## src/rtl/fbba_pkg.sv

```systemverilog
// ----------------------------------------------------------------------------
// fbba_pkg: shared types and constants of the free block bitmap allocator
// Item layouts, register indexes, method and kind codes, and the command and
// status groups that join controller and datapath.
// ----------------------------------------------------------------------------
package fbba_pkg;

   // Default number of disk blocks tracked by the bitmap
   localparam int MAX_BLOCKS_DEF = 64;

   // Fixed field widths
   localparam int NEED_W  = 14;
   localparam int BIDX_W  = 6;
   localparam int COUNT_W = 7;
   localparam int EPB_W   = 8;
   localparam int CAP_W   = 16;
   localparam int CSR_IDX_W  = 1;
   localparam int CSR_DATA_W = 8;

   // Register reset values
   localparam logic [EPB_W-1:0]   EPB_RESET   = 8'd4;
   localparam logic [COUNT_W-1:0] TOTAL_RESET = 7'd64;

   // Register indexes
   localparam logic [CSR_IDX_W-1:0] CSR_EPB   = 1'b0;
   localparam logic [CSR_IDX_W-1:0] CSR_TOTAL = 1'b1;

   // Item kinds
   localparam logic KIND_SEARCH = 1'b0;
   localparam logic KIND_UPDATE = 1'b1;

   // Allocation methods
   localparam logic [1:0] METH_CONTIG  = 2'd0;
   localparam logic [1:0] METH_LINKED  = 2'd1;
   localparam logic [1:0] METH_INDEXED = 2'd2;
   localparam logic [1:0] METH_CUSTOM  = 2'd3;

   // Input item
   typedef struct packed {
      logic              kind;
      logic [NEED_W-1:0] entries_needed;
      logic [1:0]        method;
      logic [BIDX_W-1:0] target_block;
      logic              mark_free;
   } req_type;

   // Result item
   typedef struct packed {
      logic [BIDX_W-1:0]  block_index;
      logic               found;
      logic               last;
      logic [COUNT_W-1:0] blocks_scanned;
      logic [COUNT_W-1:0] free_count;
   } rsp_type;

   // Controller to datapath
   typedef struct packed {
      logic load;          // latch item, restart scan
      logic scan_step;     // examine one block
      logic update;        // write one map bit, answer
      logic recount_init;  // clear free count and walk index
      logic recount_step;  // count one map bit
      logic emit_single;   // one closing item, no block chosen
      logic single_found;  // found flag of that item
      logic emit_step;     // one chosen index
   } cmd_type;

   // Datapath to controller
   typedef struct packed {
      logic n_zero;        // no blocks in use
      logic cap_init_ge;   // starting capacity already fits
      logic hit;           // capacity fits after this block
      logic blk_last;      // walk sits on the last block in use
      logic cnt_nx_zero;   // no candidate after this block
      logic emit_last;     // emitting the final candidate
   } status_type;

endpackage

```

## src/rtl/fbba_ctrl.sv

```systemverilog
// ----------------------------------------------------------------------------
// fbba_ctrl: allocator sequencer
// Walks an update item through its update phase and a search item through
// scan and emit phases, and runs the free count recount after a block count write.
// ----------------------------------------------------------------------------
module fbba_ctrl (
   input  logic                 clock,
   input  logic                 reset,
   input  logic                 start,
   input  logic                 req_kind,
   input  logic                 csr_total_wr,
   input  fbba_pkg::status_type status,
   output fbba_pkg::cmd_type    cmd,
   output logic                 busy
);

   typedef enum logic [2:0] {
      ST_IDLE,
      ST_UPD,
      ST_SCAN,
      ST_EMIT,
      ST_RECNT
   } state_type;

   state_type state_ff, state_in;
   logic      busy_ff;

   // Decide next state and issue datapath commands
   always_comb begin
      state_in = state_ff;
      cmd      = '0;
      unique case (state_ff)
         ST_IDLE: begin
            if (start) begin
               cmd.load = 1'b1;
               state_in = (req_kind == fbba_pkg::KIND_UPDATE) ? ST_UPD : ST_SCAN;
            end else if (csr_total_wr) begin
               cmd.recount_init = 1'b1;
               state_in         = ST_RECNT;
            end
         end
         ST_UPD: begin
            cmd.update = 1'b1;
            state_in   = ST_IDLE;
         end
         ST_SCAN: begin
            if (status.n_zero) begin
               cmd.emit_single  = 1'b1;
               cmd.single_found = status.cap_init_ge;
               state_in         = ST_IDLE;
            end else begin
               cmd.scan_step = 1'b1;
               if (status.hit) begin
                  if (status.cnt_nx_zero) begin
                     cmd.emit_single  = 1'b1;
                     cmd.single_found = 1'b1;
                     state_in         = ST_IDLE;
                  end else begin
                     state_in = ST_EMIT;
                  end
               end else if (status.blk_last) begin
                  cmd.emit_single  = 1'b1;
                  cmd.single_found = 1'b0;
                  state_in         = ST_IDLE;
               end
            end
         end
         ST_EMIT: begin
            cmd.emit_step = 1'b1;
            if (status.emit_last) begin
               state_in = ST_IDLE;
            end
         end
         ST_RECNT: begin
            cmd.recount_step = 1'b1;
            if (status.n_zero || status.blk_last) begin
               state_in = ST_IDLE;
            end
         end
         default: begin
            state_in = ST_IDLE;
         end
      endcase
   end

   // Hold state and busy flag
   always_ff @(posedge clock) begin
      if (reset) begin
         state_ff <= ST_IDLE;
         busy_ff  <= 1'b0;
      end else begin
         state_ff <= state_in;
         busy_ff  <= (state_in != ST_IDLE);
      end
   end

   assign busy = busy_ff;

endmodule

```

## src/rtl/fbba_dpath.sv

```systemverilog
// ----------------------------------------------------------------------------
// fbba_dpath: allocator datapath
// Free bitmap, free counter, configuration registers, capacity accumulator,
// candidate list memory and the result register.
// ----------------------------------------------------------------------------
module fbba_dpath #(
   parameter int MAX_BLOCKS = fbba_pkg::MAX_BLOCKS_DEF
) (
   input  logic                                clock,
   input  logic                                reset,
   input  fbba_pkg::req_type                   req_data,
   input  logic                                csr_wr,
   input  logic [fbba_pkg::CSR_IDX_W-1:0]      csr_index,
   input  logic [fbba_pkg::CSR_DATA_W-1:0]     csr_data,
   input  fbba_pkg::cmd_type                   cmd,
   output fbba_pkg::status_type                status,
   output logic                                rsp_strobe,
   output fbba_pkg::rsp_type                   rsp_data
);

   localparam int IDX_W = (MAX_BLOCKS > 1) ? $clog2(MAX_BLOCKS) : 1;
   localparam int CNT_W = $clog2(MAX_BLOCKS + 1);
   localparam int CAP_W = fbba_pkg::CAP_W;
   localparam logic [fbba_pkg::COUNT_W-1:0] MAX_CNT = fbba_pkg::COUNT_W'(MAX_BLOCKS);

   // Configuration and bitmap state
   logic [fbba_pkg::EPB_W-1:0]   epb_ff;
   logic [fbba_pkg::COUNT_W-1:0] total_ff;
   logic [MAX_BLOCKS-1:0]        map_ff;
   logic [CNT_W-1:0]             free_cnt_ff;

   // Latched item
   fbba_pkg::req_type req_ff;

   // Scan state
   logic [IDX_W-1:0]        walk_ff;
   logic signed [CAP_W-1:0] cap_ff;
   logic [CNT_W-1:0]        cand_cnt_ff;
   logic [CNT_W-1:0]        emit_k_ff;
   logic [CNT_W-1:0]        scanned_ff;
   logic [IDX_W-1:0]        cand_mem [MAX_BLOCKS];

   // Result register
   logic                    rsp_valid_ff;
   logic [IDX_W-1:0]        rsp_idx_ff;
   logic                    rsp_found_ff;
   logic                    rsp_last_ff;

   logic [fbba_pkg::COUNT_W-1:0] n_eff7;
   logic [CNT_W-1:0]             n_eff;
   logic [CNT_W-1:0]             n_last;
   logic                         walk_at_last;
   logic                         free_bit;
   logic                         reset_meth;
   logic signed [CAP_W-1:0]      cap_add;
   logic signed [CAP_W-1:0]      cap_init;
   logic signed [CAP_W-1:0]      cap_nx;
   logic signed [CAP_W-1:0]      need_s;
   logic                         upd_ok;
   logic [IDX_W-1:0]             upd_idx;
   logic                         upd_old;

   // Effective block count
   assign n_eff7       = (total_ff > MAX_CNT) ? MAX_CNT : total_ff;
   assign n_eff        = n_eff7[CNT_W-1:0];
   assign n_last       = n_eff - CNT_W'(1);
   assign walk_at_last = (CNT_W'(walk_ff) == n_last);

   // Capacity step for the block under the walk
   assign free_bit   = map_ff[walk_ff];
   assign reset_meth = (req_ff.method == fbba_pkg::METH_CONTIG) ||
                       (req_ff.method == fbba_pkg::METH_CUSTOM);
   assign cap_add    = (req_ff.method == fbba_pkg::METH_LINKED) ?
                       CAP_W'(epb_ff) - CAP_W'(1) : CAP_W'(epb_ff);
   assign cap_init   = (req_data.method == fbba_pkg::METH_INDEXED) ?
                       -CAP_W'(epb_ff) : '0;
   assign need_s     = CAP_W'(req_ff.entries_needed);

   always_comb begin
      if (free_bit) begin
         cap_nx = cap_ff + cap_add;
      end else if (reset_meth) begin
         cap_nx = '0;
      end else begin
         cap_nx = cap_ff;
      end
   end

   // Update target check
   assign upd_ok  = ({1'b0, req_ff.target_block} < n_eff7);
   assign upd_idx = req_ff.target_block[IDX_W-1:0];
   assign upd_old = map_ff[upd_idx];

   // Report status
   always_comb begin
      status             = '0;
      status.n_zero      = (n_eff == '0);
      status.cap_init_ge = (cap_ff >= need_s);
      status.hit         = (cap_nx >= need_s);
      status.blk_last    = walk_at_last;
      status.cnt_nx_zero = free_bit ? 1'b0 : (reset_meth ? 1'b1 : (cand_cnt_ff == '0));
      status.emit_last   = (emit_k_ff == cand_cnt_ff - CNT_W'(1));
   end

   // Configuration registers
   always_ff @(posedge clock) begin
      if (reset) begin
         epb_ff   <= fbba_pkg::EPB_RESET;
         total_ff <= fbba_pkg::TOTAL_RESET;
      end else if (csr_wr) begin
         unique case (csr_index)
            fbba_pkg::CSR_EPB:   epb_ff   <= csr_data;
            fbba_pkg::CSR_TOTAL: total_ff <= csr_data[fbba_pkg::COUNT_W-1:0];
            default: ;
         endcase
      end
   end

   // Bitmap and free counter
   always_ff @(posedge clock) begin
      if (reset) begin
         map_ff      <= '1;
         free_cnt_ff <= CNT_W'(MAX_BLOCKS);
      end else if (cmd.update) begin
         if (upd_ok) begin
            map_ff[upd_idx] <= req_ff.mark_free;
            if (upd_old != req_ff.mark_free) begin
               free_cnt_ff <= req_ff.mark_free ? free_cnt_ff + CNT_W'(1)
                                               : free_cnt_ff - CNT_W'(1);
            end
         end
      end else if (cmd.recount_init) begin
         free_cnt_ff <= '0;
      end else if (cmd.recount_step && !status.n_zero) begin
         free_cnt_ff <= free_cnt_ff + CNT_W'(free_bit);
      end
   end

   // Latch item and advance the scan
   always_ff @(posedge clock) begin
      if (cmd.load) begin
         req_ff      <= req_data;
         walk_ff     <= '0;
         cap_ff      <= cap_init;
         cand_cnt_ff <= '0;
         emit_k_ff   <= '0;
         scanned_ff  <= '0;
      end else if (cmd.recount_init) begin
         walk_ff <= '0;
      end else if (cmd.recount_step) begin
         walk_ff <= walk_ff + IDX_W'(1);
      end else if (cmd.scan_step) begin
         walk_ff    <= walk_ff + IDX_W'(1);
         cap_ff     <= cap_nx;
         scanned_ff <= CNT_W'(walk_ff) + CNT_W'(1);
         if (free_bit) begin
            cand_cnt_ff <= cand_cnt_ff + CNT_W'(1);
         end else if (reset_meth) begin
            cand_cnt_ff <= '0;
         end
      end else if (cmd.emit_step) begin
         emit_k_ff <= emit_k_ff + CNT_W'(1);
      end
   end

   // Candidate list write
   always_ff @(posedge clock) begin
      if (cmd.scan_step && free_bit) begin
         cand_mem[cand_cnt_ff[IDX_W-1:0]] <= walk_ff;
      end
   end

   // Result strobe
   always_ff @(posedge clock) begin
      if (reset) begin
         rsp_valid_ff <= 1'b0;
      end else begin
         rsp_valid_ff <= cmd.update || cmd.emit_single || cmd.emit_step;
      end
   end

   // Result payload, candidate read registered here
   always_ff @(posedge clock) begin
      if (cmd.update) begin
         rsp_idx_ff   <= upd_idx;
         rsp_found_ff <= upd_ok;
         rsp_last_ff  <= 1'b1;
      end else if (cmd.emit_single) begin
         rsp_idx_ff   <= '0;
         rsp_found_ff <= cmd.single_found;
         rsp_last_ff  <= 1'b1;
      end else if (cmd.emit_step) begin
         rsp_idx_ff   <= cand_mem[emit_k_ff[IDX_W-1:0]];
         rsp_found_ff <= 1'b1;
         rsp_last_ff  <= status.emit_last;
      end
   end

   // Drive result ports; target index echoes in full on an update
   always_comb begin
      rsp_data                = '0;
      rsp_data.block_index    = fbba_pkg::BIDX_W'(rsp_idx_ff);
      rsp_data.found          = rsp_found_ff;
      rsp_data.last           = rsp_last_ff;
      rsp_data.blocks_scanned = fbba_pkg::COUNT_W'(scanned_ff);
      rsp_data.free_count     = fbba_pkg::COUNT_W'(free_cnt_ff);
      if (req_ff.kind == fbba_pkg::KIND_UPDATE) begin
         rsp_data.block_index = req_ff.target_block;
      end
   end

   assign rsp_strobe = rsp_valid_ff;

endmodule

```

## src/rtl/free_block_bitmap_allocator_core.sv

```systemverilog
// ----------------------------------------------------------------------------
// free_block_bitmap_allocator_core: free block bitmap allocator
// Keeps a free/used bit per disk block and a free count; answers updates
// with an acknowledgement and searches with a list of chosen free blocks.
// ----------------------------------------------------------------------------
// Results leave on rsp_strobe for one cycle each and cannot be stalled, so
// the receiver must take every result as it comes. An update passes through
// the update state to its single result. A search walks the bitmap one
// block per cycle (a single result and no walk if no block is in use) and
// then sends its chosen indices one per cycle from the candidate memory.
// Block indices come out in ascending order with last set on the final one.
// A write to total_blocks starts a recount of the free count, one block per
// cycle over the blocks in use; busy stays high and csr_ready low meanwhile.
// Configuration is taken only while busy is low and start is low.
module free_block_bitmap_allocator_core #(
   parameter int MAX_BLOCKS = fbba_pkg::MAX_BLOCKS_DEF
) (
   input  logic                            clock,
   input  logic                            reset,
   input  logic                            start,
   output logic                            busy,
   input  fbba_pkg::req_type               req_data,
   output logic                            rsp_strobe,
   output fbba_pkg::rsp_type               rsp_data,
   input  logic                            csr_valid,
   output logic                            csr_ready,
   input  logic [fbba_pkg::CSR_IDX_W-1:0]  csr_index,
   input  logic [fbba_pkg::CSR_DATA_W-1:0] csr_data
);

   fbba_pkg::cmd_type    cmd;
   fbba_pkg::status_type status;
   logic                 csr_wr;
   logic                 csr_total_wr;

   // Take configuration only while idle and no item arrives
   assign csr_ready    = !busy && !start;
   assign csr_wr       = csr_valid && csr_ready;
   assign csr_total_wr = csr_wr && (csr_index == fbba_pkg::CSR_TOTAL);

   fbba_ctrl u_ctrl (
      .clock        (clock),
      .reset        (reset),
      .start        (start),
      .req_kind     (req_data.kind),
      .csr_total_wr (csr_total_wr),
      .status       (status),
      .cmd          (cmd),
      .busy         (busy)
   );

   fbba_dpath #(
      .MAX_BLOCKS (MAX_BLOCKS)
   ) u_dpath (
      .clock      (clock),
      .reset      (reset),
      .req_data   (req_data),
      .csr_wr     (csr_wr),
      .csr_index  (csr_index),
      .csr_data   (csr_data),
      .cmd        (cmd),
      .status     (status),
      .rsp_strobe (rsp_strobe),
      .rsp_data   (rsp_data)
   );

endmodule
```

## config.mk

```make
export PLATFORM = sky130hd
export DESIGN_NAME = free_block_bitmap_allocator_core
export DESIGN_NICKNAME = d
export VERILOG_FILES = /design/src/rtl/fbba_pkg.sv /design/src/rtl/fbba_ctrl.sv /design/src/rtl/fbba_dpath.sv /design/src/rtl/free_block_bitmap_allocator_core.sv
export SDC_FILE = /design/constraint.sdc
export NUM_CORES = 1
export LEC_CHECK = 0
export ABC_AREA = 1
export BUFFER_PORTS_ARGS = -buffer_cell sky130_fd_sc_hd__buf_2
export CAP_MARGIN = 10
export CORE_MARGIN = 2
export CORE_UTILIZATION = 30
export CTS_CLUSTER_DIAMETER = 80
export CTS_CLUSTER_SIZE = 25
export DETAILED_ROUTE_END_ITERATION = 12
export PLACE_DENSITY = 0.48
export SYNTH_ARGS = -nofsm -noshare
export SYNTH_HDL_FRONTEND = slang
export SYNTH_HIERARCHICAL = 1
export SYNTH_SLANG_ARGS = --single-unit
```

## constraint.sdc

```tcl
create_clock -name clock -period 9.5 [get_ports clock]
set_input_delay 2.375 -clock clock [delete_from_list [all_inputs] [get_ports clock]]
set_output_delay 2.375 -clock clock [all_outputs]
set_load 0.005 [all_outputs]
```

# [Yosys cells after proc, flatten, opt, wreduce, memory -nomap -nowiden]
# Memories as Yosys holds them, arrays and structs flattened. A register that Yosys moved wholly into a read port is not among the register bits.
# Index checks and enable logic that the tools add are counted.
[classes] n_addsub=12 n_mul=0 div_mod_pow=0 order_cmp=7 n_eq_ne=14 shifts=0 muxes=64 bitwise_logic=4 n_reduce_logical=33
[ops] cell="16-bit two-way mux" count=8
[ops] cell="64-bit bitwise mux" count=1
[ops] cell="7-bit two-way mux" count=9
[ops] cell="6-bit two-way mux" count=8
[ops] cell="16-bit by 15-bit greater-or-equal comparator with 1-bit output" count=2
[ops] cell="7-bit by 1-bit adder with 7-bit output (second input constant)" count=3
[ops] cell="3-bit two-way mux" count=7
[ops] cell="7-bit by 1-bit subtractor with 7-bit output (second input constant)" count=3
[ops] cell="1-bit two-way mux" count=20
[ops] cell="16-bit adder" count=1
[ops] cell="8-bit negator with 16-bit output" count=1
[ops] cell="7-bit zero test" count=2
[ops] cell="6-bit by 7-bit less-than comparator with 1-bit output (second input constant)" count=2
[ops] cell="2-bit two-way mux" count=7
[ops] cell="1-bit binary-select mux with 6-bit select" count=2
[ops] cell="3-bit one-hot mux with 4 select lines" count=1
[ops] cell="3-bit AND reduction" count=3
[ops] cell="3-bit nonzero test" count=3
[ops] cell="8-bit by 1-bit subtractor with 9-bit output (second input constant)" count=1
[ops] cell="4-bit AND reduction" count=2
[ops] cell="6-bit by 1-bit adder with 7-bit output (second input constant)" count=1
[ops] cell="7-bit by 1-bit adder with 7-bit output" count=1
[ops] cell="6-bit by 7-bit == test with 1-bit output" count=1
[ops] cell="7-bit == test" count=1
[ops] cell="other kinds (22)" count=44
[word_totals] ff_bits=166 latch_bits=0 ramBits=384 romBits=0 in_bits=37 output_inout_bits=25 word_cells=155 mem_count=1
[memory_table] memory="u_dpath.cand_mem" depth=64 word_bits=6 read_ports=1 rd_ports_with_merged_regs=1 write_ports=1 line="fbba_dpath.sv:41" rtl="logic [IDX_W-1:0] cand_mem [MAX_BLOCKS];"

# [Longest topological paths before layout]
# Gate-level depths: netlist (run 1).
[depth] depth_word=11 ltp_mapped=36 depth_no_buf=35

# [Cells and area by module]
# Netlist (run 1), hierarchy kept.
[by_module_without_submodules] mod="fbba_dpath" instances=1 cells_per_inst=2652 area_each_um2=26045.0 seq_area_each_um2=15364.7
[by_module_without_submodules] mod="fbba_ctrl" instances=1 cells_per_inst=56 area_each_um2=315.3 seq_area_each_um2=80.1
[by_module_without_submodules] mod="free_block_bitmap_allocator_core" instances=1 cells_per_inst=5 area_each_um2=26.3 seq_area_each_um2=0.0

# [Worst setup path after synthesis (run 1)]
# No wires, ideal clock.
[synth_timing] kind="input-to-reg" from="in start" to="reg u_dpath.cap_ff[0], enable pin" setup_ns=0.372 arrival_time_ns=4.607 required_ns=9.128 setup_slack_ns=4.522 stages=5 path_buffers=1 cell_sequence="inv_1 > nor2_1 > inv_1 > clkbuf_1 > nand2_1"
[synth_lines] element="start, declared" line="free_block_bitmap_allocator_core.sv:20" rtl="input logic start,"
[synth_lines] element="end signal, assigned" line="fbba_dpath.sv:144" rtl="cap_ff <= cap_init;"
[synth_lines] element="end signal, assigned" line="fbba_dpath.sv:154" rtl="cap_ff <= cap_nx;"
[synth_lines] element="end, declared" line="fbba_dpath.sv:37" rtl="logic signed [CAP_W-1:0] cap_ff;"

==> results of run 1 <==
power by group through the flow:
stage / combinational [mW] / clock (mW) / sequential, mW
2_1_floorplan: 1.50 / 0 / 3.16
3_3_place_gp: 2.14 / 0 / 3.17
3_5_place_dp: 2.18 / 0 / 3.17
4_1_cts: 2.19 / 1.67 / 3.12
5_1_grt: 2.47 / 1.74 / 3.14
6_report: 2.20 / 1.61 / 3.12
layout make-up:
type	count	area [um2]
multi-input cells	1819	9572
repair buffers	82	462.9
clock buffers	38	865.8
fillers	8914	58290
well taps	1155	1445
flip-flops and latches	556	15460
clock inverters	21	235.2
inverters	180	684.4
flip-flops by register name, summed over array words and instances (netlist names), 8 cells and up, named ones only:
| name | count |
|---|---|
| u_dpath/cand_mem | 384 |
| u_dpath/need_s | 14 |
| u_dpath/map_ff | 64 |
| u_dpath/cap_ff | 16 |
| u_dpath/epb_ff | 8 |
routing by layer:
metal / global-route usage, % / routed length (um) / up-vias
met5: 0 / 0 / -
met1: 23.18 / 34710 / 9821
met3: 2.244 / 4298 / 94
met4: 4.324 / 1692 / 0
li1: - / - / 9509
met2: 27.01 / 35540 / 600
cells by family after synthesis:
| kind of cell | Yosys count | synth area share, % |
|---|---|---|
| compound gates | 694 | 15.56 |
| xor+xnor | 42 | 1.394 |
| fa+ha+maj | 67 | 3.234 |
| buf+inv | 338 | 5.221 |
| flops | 556 | 58.53 |
| simple gates | 1016 | 16.06 |
cells in the final DEF, fill, tap and decap left out, types with 27 or more instances in the layout:
master and count:
a21oi_1 94, buf_2 61, clkbuf_16 34, dfxtp_1 116, edfxtp_1 431, ha_1 65, inv_1 171, nand2_1 399
nand3_1 108, nor2_1 427, nor3_1 34, o21ai_0 361, o221ai_1 70, o22ai_1 45, o311ai_0 45, xor2_1 27
worst max-delay path by stage:
stage | cells past startpoint | endpoint | slack [ps] | from
2_1_floorplan | 5 | u_dpath/cap_ff[0] | 4520 | start
3_3_place_gp | 31 | u_dpath/rsp_last_ff | 3910 | u_dpath/walk_ff[1]
3_5_place_dp | 31 | u_dpath/rsp_last_ff | 3780 | u_dpath/walk_ff[1]
4_1_cts | 31 | u_dpath/rsp_last_ff | 3740 | u_dpath/walk_ff[1]
5_1_grt | 32 | u_dpath/rsp_last_ff | 2900 | u_dpath/walk_ff[1]
6_report | 31 | u_dpath/rsp_last_ff | 3710 | u_dpath/walk_ff[1]
worst register-to-register path: cells and delay by family (launching register included):
kind                       cells  cell delay, ps
DFF                            1            1040
and+or+nand+nor               20            2690
buffers and inverters          3             660
adders and majority gates      1             300
AOI/OAI and AO/OA              7             980
==> results.json, run 1 <==
{
  "p_sw_share_pct": 37.85,
  "min_path_cells": 2,
  "rr_worst_depth": 31,
  "drv_cap": 0,
  "hold_buffers": 0,
  "wirelength_um": 76240,
  "max_slew_margin_pct": 25.22,
  "start_util_pct": 30.32,
  "endpoint_kind": "flop",
  "power.internal_mw": 4.311,
  "clk_pin_slew_ps": 100,
  "max-vdd-ir-drop_uv": 129.5,
  "worst_slack_ps": 3705,
  "port_buffers": 61,
  "syn_area_um2": 26390,
  "grt_max_degree": 101,
  "holdWs_ps": 473.9,
  "die_w_um": 300.6,
  "yosysSeqAreaShare_pct": 58.53,
  "num_rows": 108,
  "htreeDepth": 2,
  "setup_viol": 0,
  "synth-warning-count": 6,
  "syn_to_final_growth_pct": 8.877,
  "post_cts_resized": 0,
  "dpl_cell_area_um2": 27630,
  "synth.area.top_cells": "edfxtp_1, dfxtp_1, o21ai_0",
  "fin_area_um2": 28730,
  "final_core_util_pct": 33.01,
  "core_area_um2": 87020,
  "synthTopCellsByCount": "edfxtp_1, nor2_1, nand2_1",
  "synth_async_sr_flop_share_pct": 0,
  "drtIter0Drc": 1683,
  "dp.cells": 3792,
  "io-pin-count": 62,
  "yosysUniqueCellTypes": 51,
  "final_cells": 3851,
  "dp_slack_ps": 3783,
  "cp_max_fo": 93,
  "dp_hpwl_um": 47960,
  "syn-num-nets": 2817,
  "pwr-share-comb_pct": 31.7,
  "ys_seq_elements": 556,
  "worst_hold_startpoint": "u_dpath/scanned_ff[1]",
  "worst_pin_slew_ps": 1120,
  "synth_top_area_share_pct": 49.05,
  "hold_violations": 0,
  "p_seq_share_pct": 45.0,
  "antenna_found_initial": 1,
  "critPathLaunchType": "flop",
  "critPathRequiredTime_ps": 9960,
  "yosysMostFrequentCell": "edfxtp_1",
  "cts-buffers-inserted": 34,
  "grt_util_all_layers_pct": 16.57,
  "fin_crit_sh_pct": 61.00,
  "p_switching_mw": 2.626,
  "cts_tree": "yes",
  "grt_pass1_wl_um": 116700,
  "drtPass1Iterations": 5,
  "overflow": 0,
  "path_class": "flop to flop",
  "r2r-end": "u_dpath/rsp_last_ff",
  "drive_gt1_share_pct": 6.862,
  "slowest_delay_ps": 1040,
  "synth_edf_count": 431,
  "drc": 0,
  "antenna_left": 0,
  "nNetsFinal": 2777,
  "crit_slowest_cell": "dfxtp_4",
  "clock.fmax_mhz": 172.6,
  "outcome": "finished clean",
  "slew_viol_final": 0,
  "r2r_slack_ps": 3710,
  "cts-root-buf": "clkbuf_16",
  "clk_latency_ps": 600,
  "vias_per_cell": 5.200,
  "r2r_start": "u_dpath/walk_ff[1]",
  "grt_pass1_vias": 19094,
  "hold_path_end": "u_dpath/scanned_ff[1]",
  "min_path_type": "flop to flop",
  "cts.sinks": 556,
  "p_clk_share_pct": 23.3,
  "die_h_um": 300.6,
  "avgSynthCellArea_um2": 9.726,
  "finClkSkew_ps": 31.73,
  "gp_congestion": 0.8638,
  "cp_num_buf_inv": 3,
  "vias": 20024,
  "power.leakage_nw": 10.47,
  "crit_arrival_ps": 6250,
  "die-area_um2": 90340,
  "post-cts-setup-buffer-count": 0,
  "synth_largest_area_cell": "edfxtp_1",
  "netlist_instances": 2713,
  "finalPower_mw": 6.937,
  "detail_route.wl_per_cell_um": 19.80,
  "rsz0062_at_grt": "no",
  "tns_ps": 0,
  "powerDensity_nw_per_um2": 241.5,
  "n_antenna_cell": 0,
  "cts_buffer_depth": 3,
  "crit_family": "simple AND/OR/NAND/NOR gates",
  "ys.flop_type": "edfxtp_1",
  "period_minus_slack_ps": 5795
}
No activity file was read; power rests on OpenSTA's default activity.
==> run 2: changes to the inputs <==
==> constraint.sdc (replaced) <==
create_clock -name clock -period 5.36 [get_ports clock]
set_input_delay 1.34 -clock clock [delete_from_list [all_inputs] [get_ports clock]]
set_output_delay 1.34 -clock clock [all_outputs]
set_load 0.005 [all_outputs]
==> results.json, run 2 (synthesis gave the netlist of run 1 again) <==
{
  "vias": 19844,
  "p_clk_share_pct": 24.5,
  "slowest_delay_ps": 370,
  "core_area_um2": 87020,
  "worst_hold_startpoint": "u_dpath/map_ff[30]",
  "rr_worst_depth": 34,
  "drive_gt1_share_pct": 7.533,
  "layout_common_cells": "edfxtp_1, nor2_1, nand2_1",
  "cts-root-buf": "clkbuf_16",
  "cts_buffer_depth": 3,
  "antenna_found_initial": 1,
  "r2r-end": "u_dpath/rsp_last_ff",
  "dp_hpwl_um": 48200,
  "grt_pass1_wl_um": 116700,
  "crit_arrival_ps": 5340,
  "crit_slowest_cell": "dfxtp_1",
  "hold_path_end": "u_dpath/map_ff[30]",
  "cts_tree": "yes",
  "die_h_um": 300.6,
  "num-fill-cells": 8951,
  "r2r_start": "u_dpath/epb_ff[0]",
  "clk_pin_slew_ps": 90,
  "clk_latency_ps": 600,
  "endpoint_kind": "flop",
  "pwr-share-comb_pct": 31.7,
  "path_class": "flop to flop",
  "largest_reg_flops": 384,
  "routedLengthMet1_um": 34350,
  "port_buffers": 61,
  "p_switching_mw": 4.678,
  "min_path_cells": 2,
  "overflow": 0,
  "vias_per_cell": 5.136,
  "powerDensity_nw_per_um2": 433.2,
  "grt_util_all_layers_pct": 16.61,
  "cts.sinks": 556,
  "r2r_slack_ps": 510,
  "slew_viol_final": 0,
  "setup_viol": 0,
  "cts-buffers-inserted": 35,
  "nNetsFinal": 2791,
  "rsz0062_at_grt": "no",
  "tns_ps": 0,
  "max-vdd-ir-drop_uv": 273.9,
  "p_sw_share_pct": 37.26,
  "final_core_util_pct": 33.30,
  "multi_input_area_um2": 9584,
  "wirelength_um": 75980,
  "top_layer": "met4",
  "post-cts-setup-buffer-count": 0,
  "power.leakage_nw": 10.60,
  "hold_violations": 0,
  "syn_to_final_growth_pct": 9.839,
  "drv_cap": 0,
  "min_path_type": "flop to flop",
  "clock.fmax_mhz": 206.3,
  "detail_route.wl_per_cell_um": 19.66,
  "drtPass1Iterations": 5,
  "die_w_um": 300.6,
  "grt_pass1_vias": 19352,
  "met2_length_um": 34500,
  "drc": 0,
  "final_cells": 3864,
  "grt_max_degree": 144,
  "gp_congestion": 0.8505,
  "seqCellArea_um2": 15460,
  "p_seq_share_pct": 43.8,
  "critPathRequiredTime_ps": 5850,
  "outcome": "finished clean",
  "fin_crit_sh_pct": 90.44,
  "final_common_cell": "edfxtp_1",
  "power.internal_mw": 7.878,
  "finClkSkew_ps": 47.07,
  "crit_top_cell": "nand2_1",
  "cp_max_fo": 8,
  "die-area_um2": 90340,
  "finalPower_mw": 12.56,
  "io-pin-count": 62,
  "antenna_left": 0,
  "drtIter0Drc": 1945,
  "wl_met3_um": 5339,
  "worst_pin_slew_ps": 976.6,
  "start_util_pct": 30.32,
  "critPathLaunchType": "flop",
  "period_minus_slack_ps": 4848,
  "num_rows": 108,
  "max_slew_margin_pct": 34.82,
  "dp.cells": 3805,
  "htreeDepth": 2
}
-- run 2: cell types whose count changed in the layout (fill, tap and decap cells not counted), moves of 2 or more --
cell	previous run	this run
a21oi_1	94	92
inv_8	6	2
clkbuf_16	34	36
clkinv_8	2	4
a21oi_2	1	3
buf_4	21	32
bufinv_16	0	3
buf_12	0	2
clkbuf_1	4	1
-- run 2: layer usage --
layer  vias up  global-route usage, %
met5         -                      0
met4         0                  4.359
met3       114                  3.074
met2       630                  26.76
met1      9559                  22.96
li1       9541                      -
-- run 2: what timing repair did --
| item | CTS | global route |
|---|---|---|
| hold buffers | 0 | 0 |
| gates resized for setup | 0 | 5 |
| endpoints found under the setup margin | 0 | 16 |
-- run 2: power by group through the flow --
stage	registers (mW)	logic [mW]	clock network [mW]
after floorplan	5.59	2.66	0
after global placement	5.59	3.94	0
after detailed placement	5.59	3.98	0
after CTS	5.50	3.99	3.20
after global routing	5.53	4.49	3.33
final	5.50	3.98	3.08
-- run 2: cell type report --
class                      count  share of cell area, %
sequential                   556                  53.35
antenna                        1               0.008634
inverter                     180                  2.361
timing repair buffer          95                  2.020
clock buffer                  37                  3.121
tap                         1155                  4.986
multi-input combinational   1819                  33.07
clock inverter                21                  1.079
-- run 2: worst max-delay path by stage --
stage / to / from
after detailed placement: u_dpath/rsp_last_ff / u_dpath/req_ff[8]
after CTS: u_dpath/rsp_idx_ff[4] / u_dpath/req_ff[8]
after global placement: u_dpath/rsp_last_ff / u_dpath/req_ff[8]
final: u_dpath/rsp_last_ff / u_dpath/epb_ff[0]
after floorplan: u_dpath/rsp_last_ff / u_dpath/walk_ff[0]
after global routing: u_dpath/rsp_last_ff / u_dpath/epb_ff[0]
-- run 2: critical path: cells and delay by family, from the launching register on --
kind                     cells  cell delay [ps]
AO/OA/AOI/OAI                6              890
XOR/XNOR                     2              380
adder cells (fa/ha/maj)      3              880
buffers and inverters        4              400
flip-flops                   1              370
AND/OR/NAND/NOR             19             1820
-- run 2: stage by stage --
stage | hold slack (ps) | instance area, um2 | worst slack, ps
final | 502.6 | 28980 | 512.4
after global routing | 517.7 | 28980 | 39.62
after CTS | 502.2 | 28970 | 290.0
after detailed placement | 479.6 | 27750 | 304.3
after global placement | 474.0 | 27750 | 360.7
after floorplan | 445.1 | 26390 | 483.3
==> run 3: changes to the inputs <==
--- a/config.mk
+++ b/config.mk
@@ -10,6 +10,7 @@
 export CAP_MARGIN = 10
 export CORE_MARGIN = 2
 export CORE_UTILIZATION = 30
+export CTS_BUF_LIST = sky130_fd_sc_hd__clkbuf_16
 export CTS_CLUSTER_DIAMETER = 80
 export CTS_CLUSTER_SIZE = 25
 export DETAILED_ROUTE_END_ITERATION = 12
==> results.json, run 3 (synthesis gave the netlist of run 1 again) <==
{
  "critPathLaunchType": "flop",
  "drc": 0,
  "hold_violations": 0,
  "start_util_pct": 30.32,
  "clk_pin_slew_ps": 90,
  "detail_route.wl_per_cell_um": 19.67,
  "min_path_type": "flop to flop",
  "nNetsFinal": 2791,
  "cts.sinks": 556,
  "wirelength_um": 76010,
  "finClkSkew_ps": 47.06,
  "syn_to_final_growth_pct": 9.839,
  "dp_slack_ps": 304.3,
  "die-area_um2": 90340,
  "rr_worst_depth": 34,
  "fin_crit_sh_pct": 90.44,
  "grt_pass1_wl_um": 116700,
  "power.internal_mw": 7.876,
  "tns_ps": 0,
  "p_switching_mw": 4.681,
  "powerDensity_nw_per_um2": 433.3,
  "slew_viol_final": 0,
  "layout_common_cells": "edfxtp_1, nor2_1, nand2_1",
  "crit_family": "simple AND/OR/NAND/NOR gates",
  "hold_buffers": 0,
  "outcome": "finished clean",
  "gp_congestion": 0.8505,
  "num_rows": 108,
  "final_common_cell": "edfxtp_1",
  "cp_num_buf_inv": 4,
  "grt_max_degree": 144,
  "crit_top_cell": "nand2_1",
  "port_buffers": 61,
  "crit_slowest_cell": "dfxtp_1",
  "clock.fmax_mhz": 206.3,
  "drtPass1Iterations": 5,
  "cp_max_fo": 8,
  "overflow": 0,
  "endpoint_kind": "flop",
  "holdWs_ps": 502.6,
  "grt_util_all_layers_pct": 16.61,
  "post-cts-setup-buffer-count": 0,
  "max-vdd-ir-drop_uv": 273.9,
  "largest_reg_flops": 384,
  "crit_arrival_ps": 5340,
  "min_path_cells": 2,
  "cts-root-buf": "clkbuf_16",
  "power.leakage_nw": 10.61,
  "vias": 19845,
  "num-fill-cells": 8951,
  "core_area_um2": 87020,
  "max_slew_margin_pct": 34.59,
  "drtIter0Drc": 1945,
  "htreeDepth": 2,
  "dp_hpwl_um": 48200,
  "vias_per_cell": 5.136,
  "setup_viol": 0,
  "clk_latency_ps": 600,
  "crit_cells": 34,
  "seqCellArea_um2": 15460,
  "period_minus_slack_ps": 4847,
  "path_class": "flop to flop",
  "antenna_left": 0,
  "grt_pass1_vias": 19352,
  "p_clk_share_pct": 24.5,
  "critPathRequiredTime_ps": 5850,
  "drive_gt1_share_pct": 7.533,
  "slowest_delay_ps": 370,
  "cts_buffer_depth": 3,
  "multi_input_area_um2": 9584,
  "p_seq_share_pct": 43.8,
  "p_sw_share_pct": 37.28,
  "worst_pin_slew_ps": 980.1,
  "io-pin-count": 62,
  "worst_slack_ps": 512.5,
  "finalPower_mw": 12.56,
  "die_h_um": 300.6,
  "antenna_found_initial": 1,
  "die_w_um": 300.6,
  "cts_tree": "yes",
  "pwr-share-comb_pct": 31.7,
  "rsz0062_at_grt": "no",
  "drv_cap": 0,
  "cts-buffers-inserted": 35
}
==> run 3: cell types whose count changed in the layout (fill, tap and decap cells not counted) <==
cell      delta
inv_1        +1
clkbuf_1     -1
==> run 3: area by class of cell <==
cell class	instances	share of cell area (%)
Antenna cell	1	0.008634
Inverter	180	2.361
Multi-Input combinational cell	1819	33.07
Timing Repair Buffer	95	2.020
Clock inverter	22	1.092
Tap cell	1155	4.986
Sequential cell	556	53.35
Clock buffer	36	3.108
==> run 3: per-layer routing <==
layer  global-route usage [%]  part of all wire [%]  vias to the layer above  routed length [um]
met5                        0                     0                        -                   0
met4                    4.359                   2.4                        0                1843
met3                    3.074                   6.9                      118                5217
met2                    26.76                    45                      618               34460
met1                    22.96                    45                     9567               34490
li1                         -                     -                     9542                   -
==> run 3: power groups by stage <==
| stage | logic (mW) | registers, mW | clock network [mW] |
|---|---|---|---|
| after global placement | 3.94 | 5.59 | 0 |
| after floorplan | 2.66 | 5.59 | 0 |
| after CTS | 3.99 | 5.50 | 3.19 |
| after global routing | 4.49 | 5.53 | 3.33 |
| final | 3.98 | 5.50 | 3.08 |
| after detailed placement | 3.98 | 5.59 | 0 |
==> run 3: path summary, 6_finish.rpt <==
path                              end  slack (ps)               start
hold reg to reg    u_dpath/map_ff[30]         500  u_dpath/map_ff[30]
setup reg to reg  u_dpath/rsp_last_ff         510   u_dpath/epb_ff[0]
setup / recovery  u_dpath/rsp_last_ff         510   u_dpath/epb_ff[0]
hold / removal     u_dpath/map_ff[30]         500  u_dpath/map_ff[30]
==> run 3: timing repair <==
action / in CTS / in global routing
endpoints found under the setup margin: 0 / 16
resized for setup: 0 / 5
endpoints found under the hold margin: 0 / 0
==> run 3: through the flow <==
stage,cell area (um2),cells,utilization [%]
after detailed placement,27750,3805,31.89
after floorplan,26390,2713,-
after CTS,28970,3863,33.29
final,28980,3864,33.30
after global placement,27750,3805,31.89
after global routing,28980,3863,33.30
==> run 3: worst register-to-register path: cells and delay by family, from the launching register on <==
family                   cells  cell delay (ps)
AND/OR/NAND/NOR             19             1820
adder cells (fa/ha/maj)      3              880
buffers and inverters        4              400
XOR/XNOR                     2              380
flip-flops                   1              370
AO/OA/AOI/OAI                6              890
